==> src/rtl/ffpsa_pkg.sv <==
// Package: sizes, codes, payload types and helpers for the page/slice allocator.
`default_nettype none
package ffpsa_pkg;
	localparam int MAX_EXTENTS     = 16;
	localparam int SLICE_DEPTH     = 64;
	localparam int PAGE_NUM_BITS   = 20;
	localparam int PAGE_LOG2       = 12;
	localparam int SLICE_LOG2      = 10;
	localparam int SLICES_PER_PAGE = 4;
	localparam int KIB_SHIFT       = PAGE_LOG2 - SLICE_LOG2;

	localparam int REQ_W   = 3;
	localparam int ADDR_W  = 22;
	localparam int CNT_W   = 21;
	localparam int ST_W    = 3;
	localparam int PAGES_W = PAGE_NUM_BITS + 1;
	localparam int CMP_W   = (CNT_W > PAGES_W) ? CNT_W : PAGES_W;
	localparam int EIDX_W  = $clog2(MAX_EXTENTS);
	localparam int ECNT_W  = $clog2(MAX_EXTENTS + 1);
	localparam int SIDX_W  = $clog2(SLICE_DEPTH);
	localparam int SCNT_W  = $clog2(SLICE_DEPTH + 1);
	localparam int K_W     = $clog2(SLICES_PER_PAGE);

	localparam logic [REQ_W-1:0] REQ_ADD    = 3'd0;
	localparam logic [REQ_W-1:0] REQ_PALLOC = 3'd1;
	localparam logic [REQ_W-1:0] REQ_PFREE  = 3'd2;
	localparam logic [REQ_W-1:0] REQ_SALLOC = 3'd3;
	localparam logic [REQ_W-1:0] REQ_SFREE  = 3'd4;

	localparam logic [ST_W-1:0] ST_OK      = 3'd0;
	localparam logic [ST_W-1:0] ST_NOMEM   = 3'd1;
	localparam logic [ST_W-1:0] ST_TFULL   = 3'd2;
	localparam logic [ST_W-1:0] ST_IGNORED = 3'd3;
	localparam logic [ST_W-1:0] ST_SFULL   = 3'd4;

	typedef struct packed {
		logic [REQ_W-1:0]  req_type;
		logic [ADDR_W-1:0] addr_kib;
		logic [CNT_W-1:0]  page_count;
	} req_item_t;

	typedef struct packed {
		logic [ST_W-1:0]   status;
		logic [ADDR_W-1:0] result_addr_kib;
	} rsp_item_t;

	typedef struct packed {
		logic [PAGE_NUM_BITS-1:0] base;
		logic [PAGES_W-1:0]       pages;
	} ext_entry_t;

	localparam int EXT_W = $bits(ext_entry_t);

	typedef struct packed {
		logic              we;
		logic [EIDX_W-1:0] waddr;
		ext_entry_t        wdata;
		logic [EIDX_W-1:0] raddr;
	} ext_port_t;

	typedef struct packed {
		logic              we;
		logic [SIDX_W-1:0] waddr;
		logic [ADDR_W-1:0] wdata;
		logic [SIDX_W-1:0] raddr;
	} slc_port_t;

	function automatic logic [PAGE_NUM_BITS-1:0] page_of(input logic [ADDR_W-1:0] a);
		logic [63:0] t;
		t = 64'(a) >> KIB_SHIFT;
		return t[PAGE_NUM_BITS-1:0];
	endfunction

	function automatic logic [ADDR_W-1:0] page_kib(input logic [PAGE_NUM_BITS-1:0] p);
		logic [63:0] t;
		t = 64'(p) << KIB_SHIFT;
		return t[ADDR_W-1:0];
	endfunction
endpackage
`default_nettype wire

==> src/rtl/ffpsa_ram.sv <==
// Generic simple dual-port RAM, one write port, registered read.
`default_nettype none
module ffpsa_ram #(
	parameter int WIDTH = 8,
	parameter int DEPTH = 16
) (
	input  wire logic                     clk,
	input  wire logic                     we,
	input  wire logic [$clog2(DEPTH)-1:0] waddr,
	input  wire logic [WIDTH-1:0]         wdata,
	input  wire logic [$clog2(DEPTH)-1:0] raddr,
	output logic      [WIDTH-1:0]         rdata
);
	logic [WIDTH-1:0] mem [DEPTH];

	always_ff @(posedge clk) begin
		if (we) begin
			mem[waddr] <= wdata;
		end
		rdata <= mem[raddr];
	end
endmodule
`default_nettype wire

==> src/rtl/ffpsa_engine.sv <==
// Request sequencer: extent search, shift, write-back and slice store control.
`default_nettype none
module ffpsa_engine (
	input  wire logic                  clk,
	input  wire logic                  arst_n,
	input  wire logic                  req_valid,
	output logic                       req_stall,
	input  wire ffpsa_pkg::req_item_t  req_data,
	output logic                       res_valid,
	output ffpsa_pkg::rsp_item_t       res_data,
	input  wire logic                  res_take,
	output ffpsa_pkg::ext_port_t       ext,
	input  wire ffpsa_pkg::ext_entry_t ext_rd,
	output ffpsa_pkg::slc_port_t       slc,
	input  wire logic [ffpsa_pkg::ADDR_W-1:0] slc_rd
);
	import ffpsa_pkg::*;

	typedef enum logic [3:0] {
		S_IDLE, S_DEC, S_SRCH, S_EVAL, S_MOVE, S_WFIN, S_SLW, S_SRD, S_DONE
	} state_t;

	state_t             state_q;
	req_item_t          req_q;
	logic [ECNT_W-1:0]  ecnt_q, i_q, pos_q, mv_left_q;
	logic [SCNT_W-1:0]  scnt_q;
	logic               found_q, mv_up_q, pend_q, fin_en_q, inc_q, dec_q;
	ext_entry_t         prev_q, cur_q, fin_data_q;
	logic [EIDX_W-1:0]  mv_rd_q, pend_addr_q, fin_addr_q;
	logic [PAGE_NUM_BITS-1:0] got_q;
	logic [K_W-1:0]     k_q;
	rsp_item_t          res_q;

	logic [PAGE_NUM_BITS-1:0] page;
	logic [CNT_W-1:0]   need;
	logic [PAGES_W-1:0] room, clip;
	logic               hit, in_range, sfree_ok;
	logic [ECNT_W-1:0]  cm1, pp1, pm1;
	logic [PAGE_NUM_BITS+1:0] prev_end;
	logic               has_prev, join_prev, join_next, chain;
	logic [PAGES_W-1:0] merged;
	logic [SCNT_W-1:0]  sm1;

	always_comb begin
		page     = page_of(req_q.addr_kib);
		need     = (req_q.req_type == REQ_SALLOC) ? CNT_W'(1) : req_q.page_count;
		room     = {1'b1, {PAGE_NUM_BITS{1'b0}}} - {1'b0, page};
		clip     = (CMP_W'(req_q.page_count) > CMP_W'(room)) ? room
			: PAGES_W'(req_q.page_count);
		in_range = i_q < ecnt_q;
		if (req_q.req_type == REQ_ADD || req_q.req_type == REQ_PFREE) begin
			hit = ext_rd.base >= page;
		end else begin
			hit = CMP_W'(ext_rd.pages) >= CMP_W'(need);
		end
		cm1       = ecnt_q - ECNT_W'(1);
		pp1       = pos_q + ECNT_W'(1);
		pm1       = pos_q - ECNT_W'(1);
		prev_end  = (PAGE_NUM_BITS+2)'(prev_q.base) + (PAGE_NUM_BITS+2)'(prev_q.pages);
		has_prev  = pos_q != '0;
		join_prev = has_prev && (prev_end == (PAGE_NUM_BITS+2)'(page));
		chain     = found_q && (prev_end + 1'b1 == (PAGE_NUM_BITS+2)'(cur_q.base));
		join_next = found_q
			&& ((PAGE_NUM_BITS+1)'(page) + 1'b1 == (PAGE_NUM_BITS+1)'(cur_q.base));
		merged    = PAGES_W'((PAGES_W+1)'(prev_q.pages) + (PAGES_W+1)'(cur_q.pages)
			+ (PAGES_W+1)'(1));
		sm1       = scnt_q - SCNT_W'(1);
		sfree_ok  = req_q.addr_kib != '0 && scnt_q < SCNT_W'(SLICE_DEPTH);
	end

	always_comb begin
		ext = '0;
		unique case (state_q)
			S_SRCH: ext.raddr = EIDX_W'(i_q + ECNT_W'(1));
			S_MOVE: begin
				ext.raddr = mv_rd_q;
				ext.we    = pend_q;
				ext.waddr = pend_addr_q;
				ext.wdata = ext_rd;
			end
			S_WFIN: begin
				ext.we    = fin_en_q;
				ext.waddr = fin_addr_q;
				ext.wdata = fin_data_q;
			end
			default: ext.raddr = '0;
		endcase
	end

	always_comb begin
		slc       = '0;
		slc.raddr = sm1[SIDX_W-1:0];
		unique case (state_q)
			S_DEC: begin
				slc.we    = req_q.req_type == REQ_SFREE && sfree_ok;
				slc.waddr = scnt_q[SIDX_W-1:0];
				slc.wdata = req_q.addr_kib;
			end
			S_SLW: begin
				slc.we    = 1'b1;
				slc.waddr = SIDX_W'(k_q);
				slc.wdata = page_kib(got_q) + ADDR_W'(k_q);
			end
			default: slc.we = 1'b0;
		endcase
	end

	assign req_stall = state_q != S_IDLE;
	assign res_valid = state_q == S_DONE;
	assign res_data  = res_q;

	always_ff @(posedge clk or negedge arst_n) begin
		if (!arst_n) begin
			state_q <= S_IDLE;
			ecnt_q  <= '0;
			scnt_q  <= '0;
			pend_q  <= 1'b0;
		end else begin
			unique case (state_q)
				S_IDLE: begin
					if (req_valid) begin
						req_q   <= req_data;
						state_q <= S_DEC;
					end
				end
				S_DEC: begin
					res_q.result_addr_kib <= '0;
					res_q.status          <= ST_IGNORED;
					i_q                   <= '0;
					state_q               <= S_DONE;
					unique case (req_q.req_type)
						REQ_ADD: begin
							if (req_q.page_count == '0) begin
								res_q.status <= ST_IGNORED;
							end else if (ecnt_q >= ECNT_W'(MAX_EXTENTS)) begin
								res_q.status <= ST_TFULL;
							end else begin
								state_q <= S_SRCH;
							end
						end
						REQ_PALLOC: begin
							if (req_q.page_count != '0) state_q <= S_SRCH;
						end
						REQ_PFREE: begin
							if (page != '0) state_q <= S_SRCH;
						end
						REQ_SALLOC: begin
							state_q <= (scnt_q == '0) ? S_SRCH : S_SRD;
						end
						REQ_SFREE: begin
							if (req_q.addr_kib == '0) begin
								res_q.status <= ST_IGNORED;
							end else if (!sfree_ok) begin
								res_q.status <= ST_SFULL;
							end else begin
								res_q.status <= ST_OK;
								scnt_q       <= scnt_q + SCNT_W'(1);
							end
						end
						default: res_q.status <= ST_IGNORED;
					endcase
				end
				S_SRCH: begin
					// one entry per cycle; prev_q trails by one for merges
					if (!in_range || hit) begin
						pos_q   <= i_q;
						found_q <= in_range;
						cur_q   <= ext_rd;
						state_q <= S_EVAL;
					end else begin
						prev_q <= ext_rd;
						i_q    <= i_q + ECNT_W'(1);
					end
				end
				S_EVAL: begin
					mv_left_q <= '0;
					mv_up_q   <= 1'b0;
					mv_rd_q   <= pp1[EIDX_W-1:0];
					pend_q    <= 1'b0;
					fin_en_q  <= 1'b0;
					inc_q     <= 1'b0;
					dec_q     <= 1'b0;
					res_q.status <= ST_OK;
					state_q   <= S_MOVE;
					unique case (req_q.req_type)
						REQ_ADD: begin
							mv_left_q  <= ecnt_q - pos_q;
							mv_rd_q    <= cm1[EIDX_W-1:0];
							mv_up_q    <= 1'b1;
							fin_en_q   <= 1'b1;
							fin_addr_q <= pos_q[EIDX_W-1:0];
							fin_data_q <= '{base: page, pages: clip};
							inc_q      <= 1'b1;
						end
						REQ_PFREE: begin
							if (join_prev) begin
								fin_en_q   <= 1'b1;
								fin_addr_q <= pm1[EIDX_W-1:0];
								if (chain) begin
									fin_data_q <= '{base: prev_q.base, pages: merged};
									mv_left_q  <= cm1 - pos_q;
									dec_q      <= 1'b1;
								end else begin
									fin_data_q <= '{base: prev_q.base,
										pages: prev_q.pages + PAGES_W'(1)};
								end
							end else if (join_next) begin
								fin_en_q   <= 1'b1;
								fin_addr_q <= pos_q[EIDX_W-1:0];
								fin_data_q <= '{base: page, pages: cur_q.pages + PAGES_W'(1)};
							end else if (ecnt_q >= ECNT_W'(MAX_EXTENTS)) begin
								res_q.status <= ST_TFULL;
								state_q      <= S_DONE;
							end else begin
								mv_left_q  <= ecnt_q - pos_q;
								mv_rd_q    <= cm1[EIDX_W-1:0];
								mv_up_q    <= 1'b1;
								fin_en_q   <= 1'b1;
								fin_addr_q <= pos_q[EIDX_W-1:0];
								fin_data_q <= '{base: page, pages: PAGES_W'(1)};
								inc_q      <= 1'b1;
							end
						end
						default: begin
							// page alloc, also the refill path of a slice alloc
							if (!found_q) begin
								res_q.status <= ST_NOMEM;
								state_q      <= S_DONE;
							end else begin
								got_q <= cur_q.base;
								if (req_q.req_type == REQ_PALLOC) begin
									res_q.result_addr_kib <= page_kib(cur_q.base);
								end
								if (CMP_W'(cur_q.pages) == CMP_W'(need)) begin
									mv_left_q <= cm1 - pos_q;
									dec_q     <= 1'b1;
								end else begin
									fin_en_q   <= 1'b1;
									fin_addr_q <= pos_q[EIDX_W-1:0];
									fin_data_q <= '{
										base:  PAGE_NUM_BITS'(64'(cur_q.base) + 64'(need)),
										pages: PAGES_W'(CMP_W'(cur_q.pages) - CMP_W'(need))};
								end
							end
						end
					endcase
				end
				S_MOVE: begin
					// read one entry per cycle, write it one slot over the next cycle
					if (mv_left_q != '0) begin
						pend_q      <= 1'b1;
						pend_addr_q <= mv_up_q ? mv_rd_q + EIDX_W'(1) : mv_rd_q - EIDX_W'(1);
						mv_rd_q     <= mv_up_q ? mv_rd_q - EIDX_W'(1) : mv_rd_q + EIDX_W'(1);
						mv_left_q   <= mv_left_q - ECNT_W'(1);
					end else begin
						pend_q <= 1'b0;
						if (!pend_q) state_q <= S_WFIN;
					end
				end
				S_WFIN: begin
					if (inc_q) begin
						ecnt_q <= ecnt_q + ECNT_W'(1);
					end else if (dec_q) begin
						ecnt_q <= cm1;
					end
					k_q     <= '0;
					state_q <= (req_q.req_type == REQ_SALLOC) ? S_SLW : S_DONE;
				end
				S_SLW: begin
					if (k_q == K_W'(SLICES_PER_PAGE - 2)) begin
						scnt_q                <= SCNT_W'(SLICES_PER_PAGE - 1);
						res_q.result_addr_kib <= page_kib(got_q)
							+ ADDR_W'(SLICES_PER_PAGE - 1);
						state_q               <= S_DONE;
					end else begin
						k_q <= k_q + K_W'(1);
					end
				end
				S_SRD: begin
					res_q.status          <= ST_OK;
					res_q.result_addr_kib <= slc_rd;
					scnt_q                <= sm1;
					state_q               <= S_DONE;
				end
				S_DONE: begin
					if (res_take) state_q <= S_IDLE;
				end
				default: state_q <= S_IDLE;
			endcase
		end
	end
endmodule
`default_nettype wire

==> src/rtl/first_fit_page_and_slice_allocator_top.sv <==
// Top level: first-fit page extent and 1 KiB slice allocator.
//
// Request channel (req_valid / req_stall / req_data): one transaction per
// request; req_stall is high while a request is being worked on.
// Response channel (rsp_valid / rsp_stall / rsp_data): exactly one
// transaction per request, in request order.
//
// The extent table sits in a single-read-port RAM, so the first-fit search
// reads one entry per cycle, then a sorted insert or removal moves the
// entries behind the hit one per cycle. A slice alloc that refills from a
// page writes 3 of its slices into the slice store. The next request is
// accepted in the cycle after the result moves to the output register, so a
// stalled receiver costs nothing until a second result waits.
// Reset (arst_n low) empties the extent table and the slice store by
// clearing their counts; the RAMs themselves are never swept.
// While rsp_stall is high the response register holds its transaction.
`default_nettype none
module first_fit_page_and_slice_allocator_top (
	input  wire logic                 clk,
	input  wire logic                 arst_n,
	input  wire logic                 req_valid,
	output logic                      req_stall,
	input  wire ffpsa_pkg::req_item_t req_data,
	output logic                      rsp_valid,
	input  wire logic                 rsp_stall,
	output ffpsa_pkg::rsp_item_t      rsp_data
);
	import ffpsa_pkg::*;

	ext_port_t         ext;
	ext_entry_t        ext_rd;
	logic [EXT_W-1:0]  ext_rd_raw;
	slc_port_t         slc;
	logic [ADDR_W-1:0] slc_rd;
	logic              res_valid, res_take;
	rsp_item_t         res_data;
	logic              rsp_valid_q;
	rsp_item_t         rsp_data_q;

	// extent table: {base page, length}
	ffpsa_ram #(.WIDTH(EXT_W), .DEPTH(MAX_EXTENTS)) u_ext_ram (
		.clk   (clk),
		.we    (ext.we),
		.waddr (ext.waddr),
		.wdata (ext.wdata),
		.raddr (ext.raddr),
		.rdata (ext_rd_raw)
	);
	assign ext_rd = ext_entry_t'(ext_rd_raw);

	// LIFO slice store
	ffpsa_ram #(.WIDTH(ADDR_W), .DEPTH(SLICE_DEPTH)) u_slc_ram (
		.clk   (clk),
		.we    (slc.we),
		.waddr (slc.waddr),
		.wdata (slc.wdata),
		.raddr (slc.raddr),
		.rdata (slc_rd)
	);

	ffpsa_engine u_engine (
		.clk       (clk),
		.arst_n    (arst_n),
		.req_valid (req_valid),
		.req_stall (req_stall),
		.req_data  (req_data),
		.res_valid (res_valid),
		.res_data  (res_data),
		.res_take  (res_take),
		.ext       (ext),
		.ext_rd    (ext_rd),
		.slc       (slc),
		.slc_rd    (slc_rd)
	);

	// output register decouples the engine from a stalling receiver
	assign res_take = !rsp_valid_q || !rsp_stall;

	always_ff @(posedge clk or negedge arst_n) begin
		if (!arst_n) begin
			rsp_valid_q <= 1'b0;
		end else if (res_take) begin
			rsp_valid_q <= res_valid;
		end
	end

	always_ff @(posedge clk) begin
		if (res_take && res_valid) begin
			rsp_data_q <= res_data;
		end
	end

	assign rsp_valid = rsp_valid_q;
	assign rsp_data  = rsp_data_q;
endmodule
`default_nettype wire

==> config.mk <==
export PLATFORM = sky130hd
export DESIGN_NAME = first_fit_page_and_slice_allocator_top
export DESIGN_NICKNAME = d
export VERILOG_FILES = /design/src/rtl/ffpsa_pkg.sv /design/src/rtl/ffpsa_ram.sv /design/src/rtl/ffpsa_engine.sv /design/src/rtl/first_fit_page_and_slice_allocator_top.sv
export SDC_FILE = /design/constraint.sdc
export NUM_CORES = 2
export LEC_CHECK = 0
export CORE_AREA = 2 2 456 458
export CTS_CLUSTER_DIAMETER = 80
export DETAILED_ROUTE_END_ITERATION = 6
export DIE_AREA = 0 0 458 460
export DONT_BUFFER_PORTS = 1
export PLACE_DENSITY_LB_ADDON = 0.1
export SLEW_MARGIN = 20
export SYNTH_ARGS = -nofsm -noshare
export SYNTH_HDL_FRONTEND = slang
export SYNTH_SLANG_ARGS = --single-unit
export TNS_END_PERCENT = 100
==> constraint.sdc <==
create_clock -name clk -period 5.6 [get_ports clk]
set_input_delay 0.28 -clock clk [delete_from_list [all_inputs] [get_ports clk]]
set_output_delay 0.28 -clock clk [all_outputs]
set_load 0.02 [all_outputs]
==> results.md <==
* Status: completed
* CTS clk-pin slew, worst paths at 60 ps
* Wire length per cell at 30.8 µm
* Post-synthesis sequential area ratio at 70.2%
* Worst slew pin tran at 1180 ps
* Pre-CTS setup slack at 204 ps
* Mapped Nets at 6414
* Pleak at 38.9 nW
* Final min period at 5400 ps
* Worst path required time at 6200 ps
* Layout cells sized above 1 at 18.6%
* Final worst slack at 202 ps
* CTS buffer count at 274
* Area growth, synth to finish at 14.2%
* VDD IR max at 0.548 mV
* Max cap viols at 0
* Critical path peak fanout at 14
* Initial drt markers at 6148
* TritonRoute pass-1 iters at 6
* # IOs at 77
* DRC at 0
* Synth Area in Simple Gates at 6.05%
* Multiplexer share of the synthesized area at 10.5%
* Compound-Gate Fraction of Synth Area at 7.34%
* Vias in the first global route at 57500
* Power Dens Cells at 499 nW/µm²
* Ys flop type: edfxtp_1
* Die width at 458 µm
* Final instance area at 117000 µm²
* Num rows at 167
* FFs w/ async S/R, synth at 0.745%
* Filler instances at 15900
* Mapped Cells at 6186
* Vias at 58000
* Critical path class: flop to flop
* Commonest non-fill, non-tap cell in the layout: edfxtp_1
* Cell area after synthesis at 102000 µm²
* Worst Skew at 49.3 ps
* All-Layer GR Usage at 27.3%
* CTS Root Cell: clkbuf_16
* Die Ht at 460 µm
* WL final at 288 mm
* #FFs+latches synth at 2417
* Placed Area at 107000 µm²
* Clk_lat worst skew at 910 ps
* Starting density of the core at 49.7%
* Count of final hold-check violations at 0
* Max Slew Vio Count at 0
* Largest net degree at the start of global routing at 212
* Post-DP HPWL at 175 mm
* Fmax at 0.185 GHz
* # nets final at 6694
* Antenna violations before repair at 7
* Post-synthesis xor/xnor area fraction at 1.89%
* RSZ-0062 raised after global routing: no
* Relative slew slack at 21.3%
* Crit share post-route at 96.4%
* Port buffer count at 0
* Most frequent cells in the layout: edfxtp_1 (2336), nand2_1 (498), mux4_2 (440)
* Post-route ant nets at 0
* Via-per-instance ratio at 6.20
* Synth Area in Adders at 2.22%
* Placeable Area at 206000 µm²
* Total Neg Setup Slack at 0 ps
* Placer congestion estimate at 0.932
* Final setup vio count at 0
* CP endpoint kind: flop
* Syn Area/Cell at 16.5 µm²
* Worst min-delay path category: primary input to flop
* Yosys cell types at 101
* H-Tree Level Count at 5
* CTS Buffer Depth at 4
* Setup Buffers After CTS at 0
* CTS Sinks at 2417
* CTS tree: done
* GRT Residual Overflow at 0
* Yosys warns at 0
* Largest family of logic cells by synthesized area: multiplexers
* Critical path data arrival time at 6000 ps
* First-pass GRT wire length at 413 mm
* EDFF count, synth at 2336
* Pwr Total at 58.4 mW
* Setup crit start kind: flop
* Die area at 211000 µm²
-- kinds of logic (layout without fill, tap and decap cells) --
family                     Yosys count  count (layout)
other                                0               4
adders and majority gates          178             178
buffers and inverters              486             953
AOI/OAI and AO/OA                 1091            1091
DFF                               2417            2417
and+or+nand+nor                   1282            1282
muxes                              519             519
xor gates and xnor gates           213             213
-- state kept, by name (all words and copies together) (netlist names), 7 cells and up --
register	cells
u_slc_ram.mem	1408
u_ext_ram.mem	656
u_engine.cur_q	41
u_engine.fin_data_q	41
u_engine.prev_q	41
u_ext_ram.rdata	41
u_engine.req_q	26
rsp_data	25
u_engine.res_data	25
u_slc_ram.rdata	22
u_engine.got_q	20
u_engine.page	20
u_engine.scnt_q	7
-- synthesized netlist by cell type (87+ instances only) --
master,instances,share of area (%)
ha_1,172,2.1
a21oi_1,236,1.2
a211oi_1,241,1.8
clkbuf_1,288,1.1
nand2_1,500,1.8
and2_1,168,1.0
a31oi_1,102,0.62
nor2_1,227,0.83
mux4_2,440,9.7
edfxtp_1,2336,69
o21ai_0,143,0.70
a311oi_1,87,0.74
xnor2_1,140,1.2
inv_1,144,0.53
-- path summary, 6_finish.rpt --
path	start	end	slack, ps	depth (start not counted)
min in group asynchronous	arst_n	u_engine.pend_q$_DFFE_PN0P_	560	3
hold / removal	req_data[17]	u_engine.req_q[17]$_DFFE_PP_	40	1
setup reg to reg	u_engine.prev_q[3]$_DFFE_PP_	u_engine.fin_data_q[12]$_DFFE_PP_	200	15
hold reg to reg	u_engine.res_data[12]$_DFFE_PP_	rsp_data[12]$_DFFE_PP_	420	0
setup / recovery	u_engine.prev_q[3]$_DFFE_PP_	u_engine.fin_data_q[12]$_DFFE_PP_	200	15
max in group asynchronous	arst_n	u_engine.scnt_q[0]$_DFFE_PN0P_	3410	4
-- final cells by class --
| cell class | instances | area (µm²) | share of cell area, % |
|---|---|---|---|
| timing repair buffer | 344 | 3100 | 2.65 |
| clock buffer | 340 | 7330 | 6.27 |
| tap | 2704 | 3380 | 2.90 |
| clock inverter | 123 | 1220 | 1.05 |
| inverter | 146 | 548 | 0.469 |
| multi-input combinational | 3283 | 29400 | 25.2 |
| antenna | 4 | 10.0 | 0.00857 |
| sequential | 2417 | 71900 | 61.5 |
-- worst max-delay path, cell delays in order (launching register included) --
cell	delay (ps)
edfxtp_1	500
ha_1	470
o21a_1	270
a21oi_1	130
a211oi_2	510
a21oi_2	220
o31ai_1	450
xnor2_1	240
nor4_1	440
o211a_1	210
nor2_1	70
or4_1	780
buf_4	330
mux2i_1	140
o21ai_0	200
o221ai_1	140
-- routing by layer --
layer | up-vias | wire length, µm | track usage, %
li1 | 25200 | - | -
met1 | 30300 | 118000 | 36.7
met2 | 1966 | 140000 | 44.9
met3 | 543 | 15400 | 3.46
met4 | 0 | 14100 | 12.0
met5 | - | 0 | 0
-- stage by stage --
step | std cells | hold slack [ps] | util (%)
6_report | 9361 | 40.7 | 56.7
3_5_place_dp | 8809 | -12.0 | 52.1
3_3_place_gp | 8808 | -12.7 | 52.1
5_1_grt | 9359 | 2.40 | 56.7
2_1_floorplan | 6186 | -15.6 | -
4_1_cts | 9357 | 0.450 | 56.7
-- power by group --
group / switching [mW] / internal, mW
logic: 10.9 / 7.26
registers: 0.901 / 22.0
clock network: 6.96 / 10.3
total: 18.8 / 39.6
-- what timing repair did --
action | 4_1_cts | 5_1_grt
endpoints found under the setup margin | 0 | 40
hold buffers | 85 | 0
resized for setup | 0 | 6
hold endpoints to repair | 199 | 0
Power figures use the tool's default switching activity.
